### src/rtl/core/g2u_pkg.sv
// Shared types and constants of the GB2312 to Unicode transcoder.
// Used by every module under rtl/core; depends on nothing else.
`default_nettype none

package g2u_pkg;

  // Map memory geometry.
  localparam int unsigned MAP_DEPTH = 8836;
  localparam int unsigned MAP_AW    = $clog2(MAP_DEPTH);
  localparam int unsigned IDX_W     = 14;
  localparam int unsigned ENTRY_W   = 40;
  localparam int unsigned UNI_W     = 16;
  localparam int unsigned UTF8_W    = 24;

  // Decoupling queue between front and back.
  localparam int unsigned Q_DEPTH = 4;
  localparam int unsigned Q_PW    = $clog2(Q_DEPTH);
  localparam int unsigned Q_CW    = $clog2(Q_DEPTH + 1);

  // Configuration port.
  localparam int unsigned CFG_AW    = 3;
  localparam int unsigned CFG_DW    = 32;
  localparam int unsigned REG_IDX_W = CFG_AW - 2;
  localparam logic [REG_IDX_W-1:0] REG_OUT_FORMAT = 1'b0;
  localparam logic [REG_IDX_W-1:0] REG_BYTE_ORDER = 1'b1;

  // Commands carried by input items.
  localparam logic [1:0] CMD_LOAD    = 2'd0;
  localparam logic [1:0] CMD_CONVERT = 2'd1;
  localparam logic [1:0] CMD_START   = 2'd2;

  // Source byte classes.
  localparam logic [7:0] ROW_BASE  = 8'd161;
  localparam logic [7:0] ROW_LEN   = 8'd94;
  localparam logic [7:0] LEAD_MIN  = 8'd176;
  localparam logic [7:0] LEAD_MAX  = 8'd247;
  localparam logic [7:0] TRAIL_MIN = 8'd160;
  localparam logic [7:0] TRAIL_MAX = 8'd254;
  localparam logic [7:0] HIGH_MIN  = 8'd128;

  // Work handed from front to back.
  typedef enum logic [2:0] {
    OP_LOAD,
    OP_START,
    OP_ASCII,
    OP_PAIR_MAP,
    OP_PAIR_KEEP
  } op_kind_t;

  typedef struct packed {
    op_kind_t            kind;
    logic [7:0]          data_byte;
    logic [MAP_AW-1:0]   addr;
    logic [ENTRY_W-1:0]  entry;
  } op_t;

  typedef struct packed {
    logic full;
    logic empty;
  } q_stat_t;

  typedef struct packed {
    logic [1:0]         cmd;
    logic [7:0]         data_byte;
    logic [IDX_W-1:0]   map_index;
    logic [UNI_W-1:0]   map_unicode;
    logic [UTF8_W-1:0]  map_utf8;
  } in_item_t;

  typedef struct packed {
    logic [7:0] out_byte;
    logic       last;
  } out_item_t;

endpackage

`default_nettype wire

### src/rtl/core/g2u_front.sv
// Front end: accepts input items, tracks the pending lead byte, and turns each
// item into an operation for the back end. Depends on g2u_pkg.
`default_nettype none

module g2u_front (
  input  wire logic              clk,
  input  wire logic              rst_n,
  input  wire logic              in_valid,
  output logic                   in_stall,
  input  wire g2u_pkg::in_item_t in_item,
  input  wire g2u_pkg::q_stat_t  q_stat,
  output logic                   push,
  output g2u_pkg::op_t           push_op
);

  logic       lead_pending_r, lead_pending_nxt;
  logic [7:0] lead_byte_r, lead_byte_nxt;
  logic       accept;
  logic [6:0] row;
  logic [g2u_pkg::IDX_W-1:0] pair_idx;
  logic       pair_ok;

  assign in_stall = q_stat.full;
  assign accept   = in_valid && !q_stat.full;

  // Rows start at 161; only rows 176..247 and cells 160..254 are looked up.
  // A cell of 160 lands one below the row start, so the cell offset is taken
  // modulo the index width rather than as a plain 8-bit difference.
  assign row      = 7'(lead_byte_r - g2u_pkg::ROW_BASE);
  assign pair_idx = g2u_pkg::IDX_W'({7'd0, row} * {6'd0, g2u_pkg::ROW_LEN})
                  + {6'd0, in_item.data_byte} - {6'd0, g2u_pkg::ROW_BASE};
  assign pair_ok  = (lead_byte_r >= g2u_pkg::LEAD_MIN) && (lead_byte_r <= g2u_pkg::LEAD_MAX)
                 && (in_item.data_byte >= g2u_pkg::TRAIL_MIN)
                 && (in_item.data_byte <= g2u_pkg::TRAIL_MAX)
                 && (32'(pair_idx) < 32'(g2u_pkg::MAP_DEPTH));

  always_comb begin
    push              = 1'b0;
    push_op.kind      = g2u_pkg::OP_ASCII;
    push_op.data_byte = in_item.data_byte;
    push_op.addr      = g2u_pkg::MAP_AW'(in_item.map_index);
    push_op.entry     = {in_item.map_unicode, in_item.map_utf8};
    lead_pending_nxt  = lead_pending_r;
    lead_byte_nxt     = lead_byte_r;
    if (accept) begin
      case (in_item.cmd)
        g2u_pkg::CMD_LOAD: begin
          push_op.kind = g2u_pkg::OP_LOAD;
          push         = 32'(in_item.map_index) < 32'(g2u_pkg::MAP_DEPTH);
        end
        g2u_pkg::CMD_START: begin
          push_op.kind     = g2u_pkg::OP_START;
          push             = 1'b1;
          lead_pending_nxt = 1'b0;
          lead_byte_nxt    = 8'd0;
        end
        g2u_pkg::CMD_CONVERT: begin
          if (!lead_pending_r) begin
            if (in_item.data_byte < g2u_pkg::HIGH_MIN) begin
              push_op.kind = g2u_pkg::OP_ASCII;
              push         = 1'b1;
            end else begin
              lead_pending_nxt = 1'b1;
              lead_byte_nxt    = in_item.data_byte;
            end
          end else begin
            // Any byte completes a pending pair; an invalid pair reuses the held entry.
            lead_pending_nxt = 1'b0;
            push             = 1'b1;
            push_op.addr     = g2u_pkg::MAP_AW'(pair_idx);
            push_op.kind     = pair_ok ? g2u_pkg::OP_PAIR_MAP : g2u_pkg::OP_PAIR_KEEP;
          end
        end
        default: begin
        end
      endcase
    end
  end

  always_ff @(posedge clk) begin
    if (!rst_n) begin
      lead_pending_r <= 1'b0;
      lead_byte_r    <= 8'd0;
    end else begin
      lead_pending_r <= lead_pending_nxt;
      lead_byte_r    <= lead_byte_nxt;
    end
  end

endmodule

`default_nettype wire

### config.mk
export PLATFORM = sky130hd
export DESIGN_NAME = g2u_front
export DESIGN_NICKNAME = d
export VERILOG_FILES = /design/src/rtl/core/g2u_pkg.sv /design/src/rtl/core/g2u_front.sv
export SDC_FILE = /design/constraint.sdc
export NUM_CORES = 1
export LEC_CHECK = 0
export BUFFER_PORTS_ARGS = -buffer_cell sky130_fd_sc_hd__buf_2
export CORE_MARGIN = 3
export CORE_UTILIZATION = 44
export CTS_CLUSTER_SIZE = 40
export DETAILED_ROUTE_END_ITERATION = 8
export PLACE_DENSITY_LB_ADDON = 0.05
export SETUP_SLACK_MARGIN = 0.3
export SKIP_LAST_GASP = 1
export SLEW_MARGIN = 20
export SYNTH_ARGS = -nofsm -noshare
export SYNTH_HDL_FRONTEND = slang
export SYNTH_SLANG_ARGS = --single-unit
### constraint.sdc
create_clock -name clk -period 6.87 [get_ports clk]
set_input_delay 1.374 -clock clk [delete_from_list [all_inputs] [get_ports clk]]
set_output_delay 1.374 -clock clk [all_outputs]
set_load 0.01 [all_outputs]
==> results.md <==
- TritonCTS built the clock tree.
- The first-pass detailed-route iteration total is 4.
- Setup repair after global routing could not meet its margin everywhere.
- Sorting the synthesized cells by area gives the leading types as sky130_fd_sc_hd__ha_1, sky130_fd_sc_hd__buf_4, sky130_fd_sc_hd__fa_1.
- The maximum fanout along the worst path is 5.
- The remaining global-route overflow is 0.
- The count of state elements after synthesis is 9.
- The detailed router finished its first iteration with 38 violations.
- The die covers 0.00792 mm².
- The net count after synthesis is 526.
- The worst path in the final design needs a cycle of 6.93 ns, including I/O delays and setup.
- CTS built an H-tree with a depth of 1.
- The number of warnings printed during yosys synthesis is 0.
- The clock net in this run drives a total of 9 sinks.
- After synthesis, the netlist uses 54 different library cells.
- The reported max-cap violation count is 0.
- On the critical path, the stage with the largest delay is an instance of sky130_fd_sc_hd__fa_2.
- The number of diodes is 0.
- The via density per instance is 5.10.
- Data arrives at the worst endpoint at 5.56 ns.
- Summed over all cells, the static leakage comes to 1.97 nW.
- The number of hold buffers added after CTS was 0.
- In the routed design, unresolved DRC markers number 0.
- The via count is 2782.
- The most common cell type on the critical path is sky130_fd_sc_hd__buf_4.
- The worst-case reg-to-reg path depth is 4.
- The number of CTS-inserted buffers is 3.
- The run finished, with violations left.
- The maximum clock insertion buffer count is 2.
- The layout-stage area growth over the synthesis result is 33.4%.
- The worst hold path was traced through 2 stages.
- The post-synthesis cell count is 395.
- The worst slew margin relative to its limit is 35.1%.
- For the worst setup path, the data required time is 5.50 ns.
- The clock arrives with 0.000870 ns of skew.
- The net count of the finished layout is 600.
- After routing, the total negative slack on setup checks comes to -0.158 ns.
- The library cells used most frequently in the layout, excluding fill and tap cells, are sky130_fd_sc_hd__buf_4, sky130_fd_sc_hd__inv_1, sky130_fd_sc_hd__buf_2.
- The finished cells cover 0.00404 mm².
- Each instance of the synthesized netlist takes up on average 7.67 µm².
- The number of antenna violations at the first check in global routing was 0.
- The floorplan has 29 rows.
- The global-route wire length before repair is 11100 µm.
- The type of the most critical hold path is flop to flop.
- Clock-pin slew was measured on the worst setup and hold paths at 0.04 ns.
- The primary flip-flop cell chosen by synthesis mapping is sky130_fd_sc_hd__dfxtp_1.
- The synthesized netlist occupies a cell area of 0.00303 mm².
- In this run the tool buffered the top-level ports with 54 buffer cells.
- The design draws 0.00151 W.
- Setup violations remaining at the end of the flow were counted as 3.
- sky130_fd_sc_hd__ha_1 takes more of the synthesized area than any other cell.
- The count of endpoints failing hold in the final timing report came to 0.
- The number of enable-type register cells in the synthesized netlist is 0.
- The height of the chip is 89.0 µm.
- The die extent in x is 89.0 µm.
- In this design, the stage delay of the slowest critical-path cell is 0.58 ns.
- The final reports fail on setup timing.
- The worst setup path category is flop to output port.
- The worst-case register-to-register setup slack is 5.13 ns.
- The detailed placement HPWL is 5570 µm.
- Power spread over the standard cell area amounts to 374 mW/mm².
- The count of nets left with antenna violations once routing finished came out at 0.
- The top cell type by area accounts for 20.2% of the synthesized area.
- The later pin in the worst-skew pair is clocked with a latency of 0.22 ns.
- For the pin with the worst max-slew slack, the measured transition is 0.964 ns.
- At the end of routability-driven placement, the weighted congestion stood at 0.752.
- The core region is 0.00649 mm².
- The I/O pin count is 136.
- STA classifies the critical path endpoint as an output port.
- The final routed wirelength across all metal layers is 6800 µm.
- After layout, the worst setup slack is -0.0617 ns.
- The maximum VDD drop is 0.242 mV.
- The final number of max-transition violations is 0.
- The mean routed wirelength per cell is 12.5 µm.
- The root buffer cell chosen for the clock tree is sky130_fd_sc_hd__clkbuf_8.
- The most common library cell in the layout ignoring fill and taps is sky130_fd_sc_hd__buf_4.
- The final critical path takes up 101% of the cycle.
- The pin count of the biggest net entering global routing is 27.
- For this configuration, the core starts out at a cell density of 46.6%.
- The placed instances occupy a cell area of 0.00344 mm².
- The maximum clock rate is 144 MHz.
- The worst setup path is launched from a flop.
- The number of global-route vias before repair is 2608.
- The fraction of final layout cells with drive strength greater than 1 is 42.9%.
- The combined global-route utilization of all metal layers is 16.9%.
- After synthesis, the share of flip-flops with an asynchronous set or reset is 0%.
- Of the synthesized area, sequential elements account for 5.95%.
per-layer routing:
metal	up-vias	share of wire (%)	track usage [%]
met1	1294	45	23.1
met5	-	0	0
met3	10	3.8	0.645
met2	51	51	30.2
met4	0	0.59	2.57
li1	1427	-	-
cell type report:
| class | count | area, µm² |
|---|---|---|
| Timing Repair Buffer | 123 | 818 |
| Tap cell | 77 | 96.3 |
| Multi-Input combinational cell | 264 | 2630 |
| Fill cell | 608 | 2450 |
| Inverter | 68 | 260 |
| Clock buffer | 4 | 45.0 |
| Sequential cell | 9 | 189 |
registers in the layout, indices dropped and copies added, names as in the netlist:
register / cells
lead_pending_r: 1
lead_byte_r: 8
worst max-delay path: cells and delay by family, from the launching register on:
kind | cells | cell delay (ns)
fa+ha+maj | 6 | 2.04
flops | 1 | 0.36
buf+inv | 10 | 1.07
simple gates | 3 | 0.45
compound gates | 6 | 0.91
xor+xnor | 3 | 0.48
Yosys cell counts (7+ instances only):
cell type / instances
sky130_fd_sc_hd__inv_1: 68
sky130_fd_sc_hd__buf_4: 49
sky130_fd_sc_hd__ha_1: 49
sky130_fd_sc_hd__o21ai_0: 21
sky130_fd_sc_hd__nand2_1: 19
sky130_fd_sc_hd__nor2_1: 19
sky130_fd_sc_hd__xor2_1: 16
sky130_fd_sc_hd__a21oi_1: 15
sky130_fd_sc_hd__fa_1: 13
sky130_fd_sc_hd__nor2b_1: 12
sky130_fd_sc_hd__xnor2_1: 12
sky130_fd_sc_hd__dfxtp_1: 9
sky130_fd_sc_hd__o21a_1: 8
sky130_fd_sc_hd__a22oi_1: 7
cells by family after synthesis:
| group | synth area share, % |
|---|---|
| AO/OA/AOI/OAI | 19.2 |
| multiplexers | 1.45 |
| buffers and inverters | 21.2 |
| adder cells (fa/ha/maj) | 28.8 |
| flip-flops | 5.95 |
| AND/OR/NAND/NOR | 15.2 |
| XOR/XNOR | 8.10 |
stage by stage:
step	worst slack, ns	util, %	hold slack (ns)	instances
final	-0.0617	62.2	0.512	545
after global routing	-0.323	62.2	0.533	545
after CTS	-0.173	57.9	0.510	538
after detailed placement	-0.246	52.9	0.502	522
after global placement	-0.219	52.9	0.494	522
after floorplan	0.308	-	0.479	395
where the power goes:
part / internal (W) / leakage (nW) / total, W / switching, W
clock network: 0.0000403 / 0.0228 / 0.0000591 / 0.0000189
registers: 0.0000522 / 0.0747 / 0.0000529 / 0.000000678
logic: 0.000766 / 1.87 / 0.00140 / 0.000633
what timing repair did:
action | CTS | global route
pin swaps | 29 | 32
gates resized for setup | 40 | 48
setup buffers | 12 | 7
endpoints found under the setup margin | 8 | 8
path summary, 6_finish.rpt:
kind	startpoint	endpoint
max	lead_byte_r[0]	push_op[53]
min	lead_byte_r[7]	lead_byte_r[7]
max reg2reg	lead_pending_r	lead_byte_r[5]
min reg2reg	lead_byte_r[7]	lead_byte_r[7]
(Power assumes the default switching activity.)
