===== src/rtl/core/g2u_pkg.sv =====
// Shared types and constants of the GB2312 to Unicode transcoder.
// Used by every module under rtl/core; depends on nothing else.
`default_nettype none

package g2u_pkg;

  // Map memory geometry.
  localparam int unsigned MAP_DEPTH = 8836;
  localparam int unsigned MAP_AW    = $clog2(MAP_DEPTH);
  localparam int unsigned IDX_W     = 14;
  localparam int unsigned ENTRY_W   = 40;
  localparam int unsigned UNI_W     = 16;
  localparam int unsigned UTF8_W    = 24;

  // Decoupling queue between front and back.
  localparam int unsigned Q_DEPTH = 4;
  localparam int unsigned Q_PW    = $clog2(Q_DEPTH);
  localparam int unsigned Q_CW    = $clog2(Q_DEPTH + 1);

  // Configuration port.
  localparam int unsigned CFG_AW    = 3;
  localparam int unsigned CFG_DW    = 32;
  localparam int unsigned REG_IDX_W = CFG_AW - 2;
  localparam logic [REG_IDX_W-1:0] REG_OUT_FORMAT = 1'b0;
  localparam logic [REG_IDX_W-1:0] REG_BYTE_ORDER = 1'b1;

  // Commands carried by input items.
  localparam logic [1:0] CMD_LOAD    = 2'd0;
  localparam logic [1:0] CMD_CONVERT = 2'd1;
  localparam logic [1:0] CMD_START   = 2'd2;

  // Source byte classes.
  localparam logic [7:0] ROW_BASE  = 8'd161;
  localparam logic [7:0] ROW_LEN   = 8'd94;
  localparam logic [7:0] LEAD_MIN  = 8'd176;
  localparam logic [7:0] LEAD_MAX  = 8'd247;
  localparam logic [7:0] TRAIL_MIN = 8'd160;
  localparam logic [7:0] TRAIL_MAX = 8'd254;
  localparam logic [7:0] HIGH_MIN  = 8'd128;

  // Work handed from front to back.
  typedef enum logic [2:0] {
    OP_LOAD,
    OP_START,
    OP_ASCII,
    OP_PAIR_MAP,
    OP_PAIR_KEEP
  } op_kind_t;

  typedef struct packed {
    op_kind_t            kind;
    logic [7:0]          data_byte;
    logic [MAP_AW-1:0]   addr;
    logic [ENTRY_W-1:0]  entry;
  } op_t;

  typedef struct packed {
    logic full;
    logic empty;
  } q_stat_t;

  typedef struct packed {
    logic [1:0]         cmd;
    logic [7:0]         data_byte;
    logic [IDX_W-1:0]   map_index;
    logic [UNI_W-1:0]   map_unicode;
    logic [UTF8_W-1:0]  map_utf8;
  } in_item_t;

  typedef struct packed {
    logic [7:0] out_byte;
    logic       last;
  } out_item_t;

endpackage

`default_nettype wire


===== src/rtl/core/g2u_queue.sv =====
// Short operation queue that decouples the front end from the back end.
// Depends on g2u_pkg.
`default_nettype none

module g2u_queue (
  input  wire logic             clk,
  input  wire logic             rst_n,
  input  wire logic             push,
  input  wire g2u_pkg::op_t     push_op,
  input  wire logic             pop,
  output g2u_pkg::op_t          head_op,
  output g2u_pkg::q_stat_t      q_stat
);

  g2u_pkg::op_t              q_r [g2u_pkg::Q_DEPTH];
  logic [g2u_pkg::Q_PW-1:0]  wr_ptr_r, rd_ptr_r;
  logic [g2u_pkg::Q_CW-1:0]  cnt_r;

  assign head_op      = q_r[rd_ptr_r];
  assign q_stat.full  = cnt_r == g2u_pkg::Q_CW'(g2u_pkg::Q_DEPTH);
  assign q_stat.empty = cnt_r == '0;

  always_ff @(posedge clk) begin
    if (push) begin
      q_r[wr_ptr_r] <= push_op;
    end
  end

  always_ff @(posedge clk) begin
    if (!rst_n) begin
      wr_ptr_r <= '0;
      rd_ptr_r <= '0;
      cnt_r    <= '0;
    end else begin
      if (push) begin
        wr_ptr_r <= wr_ptr_r + 1'b1;
      end
      if (pop) begin
        rd_ptr_r <= rd_ptr_r + 1'b1;
      end
      case ({push, pop})
        2'b10:   cnt_r <= cnt_r + 1'b1;
        2'b01:   cnt_r <= cnt_r - 1'b1;
        default: cnt_r <= cnt_r;
      endcase
    end
  end

endmodule

`default_nettype wire


===== config.mk =====
export PLATFORM = sky130hd
export DESIGN_NAME = g2u_queue
export DESIGN_NICKNAME = d
export VERILOG_FILES = /design/src/rtl/core/g2u_pkg.sv /design/src/rtl/core/g2u_queue.sv
export SDC_FILE = /design/constraint.sdc
export NUM_CORES = 1
export LEC_CHECK = 0
export ABC_CLOCK_PERIOD_IN_PS = 3440
export BUFFER_PORTS_ARGS = -buffer_cell sky130_fd_sc_hd__buf_2
export CAP_MARGIN = 20
export CELL_PAD_IN_SITES_DETAIL_PLACEMENT = 0
export CELL_PAD_IN_SITES_GLOBAL_PLACEMENT = 1
export CORE_MARGIN = 2
export CORE_UTILIZATION = 50
export DETAILED_ROUTE_END_ITERATION = 10
export PLACE_DENSITY_LB_ADDON = 0.1
export SYNTH_ARGS = -nofsm -noshare
export SYNTH_HDL_FRONTEND = slang
export SYNTH_SLANG_ARGS = --single-unit

===== constraint.sdc =====
create_clock -name clk -period 3.44 [get_ports clk]
set_input_delay 0.172 -clock clk [delete_from_list [all_inputs] [get_ports clk]]
set_output_delay 0.172 -clock clk [all_outputs]
set_load 0.01 [all_outputs]

==> results of run 1 <==
==> metal layers <==
layer  share of wire [%]  up-vias  GRT usage, %
met1                  41     2386         22.18
met2                  51      119         29.18
li1                    -     2069             -
met3                 5.7       26         3.642
met5                   0        -             0
met4                 1.6        0         4.599
==> cell families after synthesis <==
group                      share of synthesized area [%]
muxes                                              14.93
buffers and inverters                              1.774
DFF                                                80.89
and+or+nand+nor                                   0.9504
adders and majority gates                         0.8363
xor gates and xnor gates                          0.4436
AOI/OAI and AO/OA                                 0.1774
==> worst paths after layout <==
check                                   end         from  cells past startpoint  slack, ns
worst max register to register    q_r[1][1]  wr_ptr_r[0]                      2       1.60
worst max-delay path            head_op[56]    flip-flop                      3       0.98
worst min register to register     cnt_r[2]     cnt_r[2]                      2       0.55
worst min-delay path              flip-flop          pop                      3       0.05
==> metrics by stage <==
| step | area (um2) | power (W) | utilization, % | cells |
|---|---|---|---|---|
| after global routing | 12300 | 0.007626 | 63.40 | 887 |
| after floorplan | 9874 | 0.004297 | - | 385 |
| after CTS | 12300 | 0.007438 | 63.40 | 887 |
| after detailed placement | 10770 | 0.004562 | 55.54 | 773 |
| after global placement | 10770 | 0.004544 | 55.54 | 773 |
| final | 12300 | 0.007352 | 63.40 | 887 |
==> worst max-delay path: cells and delay by family, from the launching register on <==
kind | cells | cell delay [ns]
buffers and inverters | 2 | 0.49
flip-flops | 1 | 0.63
multiplexers | 1 | 0.58
==> placed cells by master, fill, tap and decap left out, types with 3 or more instances in the layout <==
| cell | count |
|---|---|
| sky130_fd_sc_hd__edfxtp_1 | 260 |
| sky130_fd_sc_hd__dlygate4sd3_1 | 66 |
| sky130_fd_sc_hd__mux4_2 | 65 |
| sky130_fd_sc_hd__buf_2 | 135 |
| sky130_fd_sc_hd__dfxtp_1 | 7 |
| sky130_fd_sc_hd__clkinv_1 | 8 |
| sky130_fd_sc_hd__xor2_1 | 3 |
| sky130_fd_sc_hd__clkbuf_16 | 27 |
| sky130_fd_sc_hd__and2_4 | 4 |
| sky130_fd_sc_hd__clkbuf_1 | 4 |
| sky130_fd_sc_hd__and2_1 | 6 |
| sky130_fd_sc_hd__ha_1 | 5 |
| sky130_fd_sc_hd__inv_1 | 6 |
| sky130_fd_sc_hd__bufinv_16 | 3 |
==> power breakdown <==
part / switching (W) / total, W / leakage, nW / internal (W)
Clock: 0.00112 / 0.00282 / 0.419 / 0.00170
Sequential: 0.0000781 / 0.00384 / 2.46 / 0.00376
Combinational: 0.000335 / 0.000691 / 1.31 / 0.000357
Total: 0.00154 / 0.00735 / 4.19 / 0.00582
==> final cells by class <==
type / count / area [um2]
inverters: 6 / 22.52
multi-input cells: 96 / 1722
flip-flops and latches: 269 / 7995
clock inverters: 15 / 146.4
clock buffers: 33 / 718.2
well taps: 265 / 331.6
fillers: 1412 / 7099
repair buffers: 203 / 1364
==> what timing repair did <==
item	CTS	global route
hold buffers	66	0
resized for setup	0	0
hold endpoints to repair	269	0
endpoints found under the setup margin	0	0
==> flip-flops by register name, indices dropped and copies added, names as in the netlist, named ones only <==
name and count:
cnt_r 3, q_r 260, rd_ptr_r 2, wr_ptr_r 2
==> impl_metrics.yaml, run 1 <==
outcome:
  result_of_the_run: "finished, final reports clean"
power:
  worst_ir_drop_vdd_mv: 0.4664
  static-leakage-power_nw: 4.194
  pwr_density_cell_nw_per_um2: 597.8
worst_setup_path:
  setup.worst_path.start_class: "flip-flop"
  critical_path_peak_fanout: 35
  worstSetupPathType: "reg2out"
  worst-endpoint-required_ns: 3.27
  worstSetupEndpointType: "output pin"
  timing.critical_path.cells: "buf_12, mux4_2, buf_2"
  max_stage_delay_ns: 0.63
  crit_path_top_delay_cell: "sky130_fd_sc_hd__dfxtp_4"
  timing.critical_path.arrival_ns: 2.29
clock_tree:
  cts.reportedPaths.clkPinSlew_ns: 0.06
  htree_levels: 1
  clock_tree_from_tritoncts: "yes"
  cts_root_buf: "sky130_fd_sc_hd__clkbuf_16"
  numClockSinks: 269
  max-clock-path-buffers: 3
  worstSkewPairLatency_ns: 0.51
  cts_inserted_buffers: 27
  cts_setup_buffers: 0
sta:
  fin_skew_ns: 0.005801
  report.final.slew_viol_count: 0
  finalSetupViolations: 0
  post-route-min-period_ns: 2.459
  count_of_endpoints_failing_hold_in_the_final_timing_report: 0
  rsz0062_at_grt: "false"
  fin_setup_tns_ns: 0
  relSlewSlack_pct: 30.05
  postLayoutSetupSlackWorst_ns: 0.9806
  achievable-frequency_mhz: 406.6
  max_slew.worst_pin.slew_ns: 1.049
  fin_crit_sh_pct: 71.49
  hold-worst-slack_ns: 0.04881
floorplan:
  floorplan.core_area_um2: 19400
  die_w_um: 144.5
  boundaryPins: 136
  die_height_um: 144.5
  placement_rows: 51
  die_footprint_um2: 20890
  initial_utilization_pct: 50.90
global_route:
  antenna_violations_before_repair: 0
  groute.usage.overall_pct: 16.96
  grt.overflow.total: 0
  grt_start_max_net_pins: 66
  via_count_of_the_first_global_routing_pass: 5010
  grt_pass1_wl_um: 26540
drt:
  detail-route-antenna-nets: 0
  detail_route.vias_per_cell: 5.186
  via_count: 4600
  detailedRoute.firstPassIterationCount: 4
  wl_per_cell_um: 19.51
  totalWireLength_um: 17310
  dr.first_iter.drc_count: 254
  route.detailed.drc: 0
logic_synthesis:
  mappedNetlistArea_um2: 9874
  synth.distinct_cells: 22
  synth.most_common_cell: "sky130_fd_sc_hd__edfxtp_1"
  ys_seq_elements: 269
  synth_cells: 385
  netlist_top_cells_area: "sky130_fd_sc_hd__edfxtp_1 79%, sky130_fd_sc_hd__mux4_2 15%, sky130_fd_sc_hd__dfxtp_1 1.8%"
  part_of_the_yosys_area_used_for_sequential_elements_pct: 80.89
  synthesis.nets: 460
  synth_warnings: 0
  synthArstFlopShare_pct: 0
  synth_edf_count: 260
  main_synth_ff_type: "sky130_fd_sc_hd__edfxtp_1"
  area_share_of_the_largest_cell_type_after_synthesis_pct: 79.07
  synthesis.area_per_instance_um2: 25.65
  netlist_top_cells_count: "260 x sky130_fd_sc_hd__edfxtp_1, 65 x sky130_fd_sc_hd__mux4_2, 10 x sky130_fd_sc_hd__and2_1, 9 x sky130_fd_sc_hd__dfxtp_1"
  library_cell_with_the_largest_summed_area_after_synthesis: "sky130_fd_sc_hd__edfxtp_1"
cells_and_area:
  finalNetCount: 678
  layout-drive-gt1-share_pct: 39.23
  diodes: 0
  syn_to_final_growth_pct: 24.56
placed_design:
  dpl.hpwl_um: 9392
  io_buffer_count: 135
  dp_slack_ns: 1.429
  routabilityCongestion: 0.6888
flow_run:
  drv_cap: 0
min_path:
  hold_class: "in2reg"
Note: power is estimated with default switching activity, not from simulation.
==> run 2, diff against run 1 <==
ABC_CLOCK_PERIOD_IN_PS = 2250   (was 3440)
CORE_UTILIZATION = 45   (was 50)
clock period = 2.25 ns   (was 3.44 ns; I/O delays follow)
==> impl_metrics.yaml, run 2 (same netlist as run 1, synthesis figures left out) <==
cells_and_area:
  most_common_cell_after_layout_fill_and_taps_aside: "sky130_fd_sc_hd__edfxtp_1"
  top_register: "q_r"
  syn_to_final_growth_pct: 27.62
  design_area_um2: 12600
  diodes: 0
  layout_common_cells: "260 x sky130_fd_sc_hd__edfxtp_1, 135 x sky130_fd_sc_hd__buf_2, 69 x sky130_fd_sc_hd__dlygate4sd3_1, 65 x sky130_fd_sc_hd__mux4_2, 29 x sky130_fd_sc_hd__clkbuf_16"
  top_regs: "q_r: 260 flops, cnt_r: 3 flops"
  layout-drive-gt1-share_pct: 41.11
  finalNetCount: 701
  max_reg_flops: 260
min_path:
  timing.hold.worst.start: "push_op[55]"
  hold_class: "in2reg"
drt:
  detailedRoute.firstPassIterationCount: 4
  route.detailed.drc: 0
  detail_route.vias_per_cell: 5.148
  detail-route-antenna-nets: 0
  totalWireLength_um: 18430
  wl_per_cell_um: 19.88
  dr.first_iter.drc_count: 268
  via_count: 4772
global_route:
  grt.overflow.total: 0
  via_count_of_the_first_global_routing_pass: 5053
  groute.usage.overall_pct: 15.81
  antenna_violations_before_repair: 0
  grt_start_max_net_pins: 37
  grt_pass1_wl_um: 28500
clock_tree:
  max-clock-path-buffers: 3
  cts_inserted_buffers: 28
  worstSkewPairLatency_ns: 0.53
  cts.reportedPaths.clkPinSlew_ns: 0.06
  clock_tree_from_tritoncts: "yes"
  cts_root_buf: "sky130_fd_sc_hd__clkbuf_16"
  htree_levels: 1
  numClockSinks: 269
power:
  design_power_total_w: 0.01132
  pwr_density_cell_nw_per_um2: 898.0
  static-leakage-power_nw: 4.341
  worst_ir_drop_vdd_mv: 0.6659
sta:
  fin_skew_ns: 0.007531
  relSlewSlack_pct: 69.40
  finalSetupViolations: 0
  fin_setup_tns_ns: 0
  fin_crit_sh_pct: 90.83
  post-route-min-period_ns: 2.044
  report.final.slew_viol_count: 0
  achievable-frequency_mhz: 489.3
  hold-worst-slack_ns: 0.3341
  count_of_endpoints_failing_hold_in_the_final_timing_report: 0
  rsz0062_at_grt: "false"
  postLayoutSetupSlackWorst_ns: 0.2063
  max_slew.worst_pin.slew_ns: 0.4589
flow_run:
  drv_cap: 0
worst_setup_path:
  worstSetupEndpointType: "output pin"
  worstSetupPathType: "reg2out"
  critical_path_peak_fanout: 10
  worstPathBufferInverterCount: 2
  timing.critical_path.cells: "buf_4, mux4_2, buf_2"
  crit_path_top_delay_cell: "sky130_fd_sc_hd__mux4_2"
  setup_slack_reg_to_reg_ns: 0.65
  setup.worst_path.start_class: "flip-flop"
  crit-reg2reg-launch: "cnt_r[0]"
  worst-endpoint-required_ns: 2.14
  max_stage_delay_ns: 0.55
  cp_top_family: "multiplexers"
  timing.critical_path.arrival_ns: 1.93
floorplan:
  die_footprint_um2: 23140
  die_height_um: 152.1
  floorplan.core_area_um2: 21690
  placement_rows: 54
  die_w_um: 152.1
  initial_utilization_pct: 45.53
  boundaryPins: 136
placed_design:
  dpl.hpwl_um: 11030
  dpl_cell_area_um2: 11020
  io_buffer_count: 135
  routabilityCongestion: 0.6699
  dp_slack_ns: 0.5393
outcome:
  result_of_the_run: "finished, final reports clean"
## run 2: per-stage QoR
step / util, % / std cells
2_1_floorplan: - / 385
3_3_place_gp: 50.81 / 805
3_5_place_dp: 50.81 / 805
4_1_cts: 58.11 / 927
5_1_grt: 58.11 / 927
6_report: 58.11 / 927
## run 2: path summary, 6_finish.rpt
| kind | end | depth (start not counted) |
|---|---|---|
| setup / recovery | head_op[61] | 3 |
| setup reg to reg | cnt_r[2] | 5 |
| hold reg to reg | cnt_r[2] | 2 |
| hold / removal | q_r[0][55] | 2 |
## run 2: what timing repair did
item | 4_1_cts | 5_1_grt
buffers inserted | 2 | 0
endpoints found under the setup margin | 10 | 0
hold buffers | 69 | 0
gates resized for setup | 0 | 0
endpoints found under the hold margin | 269 | 0
## run 2: metal layers
layer  GRT usage [%]  up-vias  part of all wire, %
met2           26.40      136                   50
li1                -     2123                    -
met3           3.498       34                  5.0
met4           4.228        0                  2.3
met5               0        -                    0
met1           21.35     2479                   42
## run 2: power by group
group / total, W / leakage, nW / switching (W) / internal, W
logic: 0.00118 / 1.45 / 0.000582 / 0.000598
registers: 0.00582 / 2.46 / 0.0000700 / 0.00575
clock network: 0.00432 / 0.427 / 0.00176 / 0.00256
total: 0.0113 / 4.34 / 0.00241 / 0.00891
## run 2: cell type report
cell class	count	area, um2
clock buffer	33	740.7
clock inverter	18	135.1
fill	1633	9086
inverter	6	22.52
multi-input combinational	96	1722
sequential	269	7995
tap	280	350.3
timing repair buffer	225	1637
==> run 3, diff against run 2 <==
CELL_PAD_IN_SITES_DETAIL_PLACEMENT = 1   (was 0)
==> impl_metrics.yaml, run 3 (same netlist as run 1, synthesis figures left out) <==
global_route:
  groute.usage.overall_pct: 17.36
  grt_pass1_wl_um: 31150
  grt_start_max_net_pins: 37
  grt.overflow.total: 0
  via_count_of_the_first_global_routing_pass: 5383
  antenna_violations_before_repair: 0
sta:
  max_slew.worst_pin.slew_ns: 0.4643
  fin_setup_tns_ns: 0
  hold-worst-slack_ns: 0.02311
  report.final.slew_viol_count: 0
  rsz0062_at_grt: "false"
  post-route-min-period_ns: 2.036
  fin_crit_sh_pct: 90.47
  count_of_endpoints_failing_hold_in_the_final_timing_report: 0
  achievable-frequency_mhz: 491.3
  relSlewSlack_pct: 69.05
  fin_skew_ns: 0.005977
  finalSetupViolations: 0
clock_tree:
  numClockSinks: 269
  worstSkewPairLatency_ns: 0.53
  cts.reportedPaths.clkPinSlew_ns: 0.06
  htree_levels: 1
  cts_inserted_buffers: 29
  max-clock-path-buffers: 3
  clock_tree_from_tritoncts: "yes"
  cts_root_buf: "sky130_fd_sc_hd__clkbuf_16"
cells_and_area:
  max_reg_flops: 260
  top_register: "q_r"
  top_regs: "q_r: 260 flops, cnt_r: 3 flops"
  final-instance-count-excl-fill: 927
  syn_to_final_growth_pct: 27.95
  filler_cell_count: 1854
  layout_common_cells: "260 x sky130_fd_sc_hd__edfxtp_1, 135 x sky130_fd_sc_hd__buf_2, 67 x sky130_fd_sc_hd__dlygate4sd3_1, 65 x sky130_fd_sc_hd__mux4_2, 29 x sky130_fd_sc_hd__clkbuf_16"
  finalNetCount: 704
  layout-drive-gt1-share_pct: 41.73
  diodes: 0
  most_common_cell_after_layout_fill_and_taps_aside: "sky130_fd_sc_hd__edfxtp_1"
power:
  static-leakage-power_nw: 4.364
  design_power_total_w: 0.01148
  pwr_density_cell_nw_per_um2: 908.6
  worst_ir_drop_vdd_mv: 0.7671
floorplan:
  die_footprint_um2: 23140
  boundaryPins: 136
  die_w_um: 152.1
  floorplan.core_area_um2: 21690
  initial_utilization_pct: 45.53
  die_height_um: 152.1
  placement_rows: 54
placed_design:
  dpl.hpwl_um: 11960
  io_buffer_count: 135
  post-place-cells: 805
  routabilityCongestion: 0.6699
drt:
  detail_route.vias_per_cell: 5.149
  route.detailed.drc: 0
  wl_per_cell_um: 21.19
  via_count: 4773
  detailedRoute.firstPassIterationCount: 6
  dr.first_iter.drc_count: 194
  totalWireLength_um: 19650
  detail-route-antenna-nets: 0
outcome:
  result_of_the_run: "finished, final reports clean"
worst_setup_path:
  timing.critical_path.arrival_ns: 1.92
  setup.worst_path.start_class: "flip-flop"
  critical_path_peak_fanout: 19
  worstSetupEndpointType: "output pin"
  worst-endpoint-required_ns: 2.14
  worstSetupPathType: "reg2out"
min_path:
  hold_class: "in2reg"
flow_run:
  drv_cap: 0
run 3: report_power, final:
group / total (W) / switching, W / leakage [nW] / internal (W)
sequential: 0.00583 / 0.0000752 / 2.46 / 0.00575
combinational: 0.00120 / 0.000592 / 1.46 / 0.000604
clock: 0.00446 / 0.00178 / 0.438 / 0.00268
total: 0.0115 / 0.00245 / 4.36 / 0.00903
run 3: through the flow:
step / area, um2 / util [%] / setup slack (ns)
after global routing: 12630 / 58.26 / 0.1283
after floorplan: 9879 / - / 0.4591
after detailed placement: 11020 / 50.81 / 0.5364
final: 12630 / 58.26 / 0.2144
after global placement: 11020 / 50.81 / 0.5421
after CTS: 12590 / 58.05 / 0.02736
run 3: layout make-up:
type	count	area, um2	share of cell area [%]
tap	280	350.3	2.773
multi-input combinational	96	1722	13.63
clock inverter	16	153.9	1.218
timing repair buffer	227	1650	13.06
sequential	269	7995	63.28
clock buffer	33	740.7	5.863
inverter	6	22.52	0.1783
run 3: timing repair:
action	4_1_cts	5_1_grt
endpoints found under the setup margin	10	15
gates resized for setup	1	0
hold buffers	67	0
buffers inserted	0	6
endpoints found under the hold margin	269	0
pin swaps	0	0
run 3: critical path: stages (launching register included):
cell	delay (ns)
sky130_fd_sc_hd__dfxtp_4	0.45
sky130_fd_sc_hd__buf_12	0.23
sky130_fd_sc_hd__mux4_2	0.56
sky130_fd_sc_hd__buf_2	0.16
run 3: path summary, 6_finish.rpt:
kind,startpoint,slack (ns),depth (start not counted),to
hold reg to reg,cnt_r[2],0.53,2,cnt_r[2]
setup reg to reg,cnt_r[0],0.62,5,cnt_r[2]
setup / recovery,flip-flop,0.21,3,head_op[35]
hold / removal,push,0.02,3,wr_ptr_r[1]
run 3: per-layer routing:
metal / track usage [%] / wire (um)
met1: 23.39 / 8368
met2: 29.43 / 9968
met3: 3.271 / 838
met4: 4.762 / 470
met5: 0 / 0
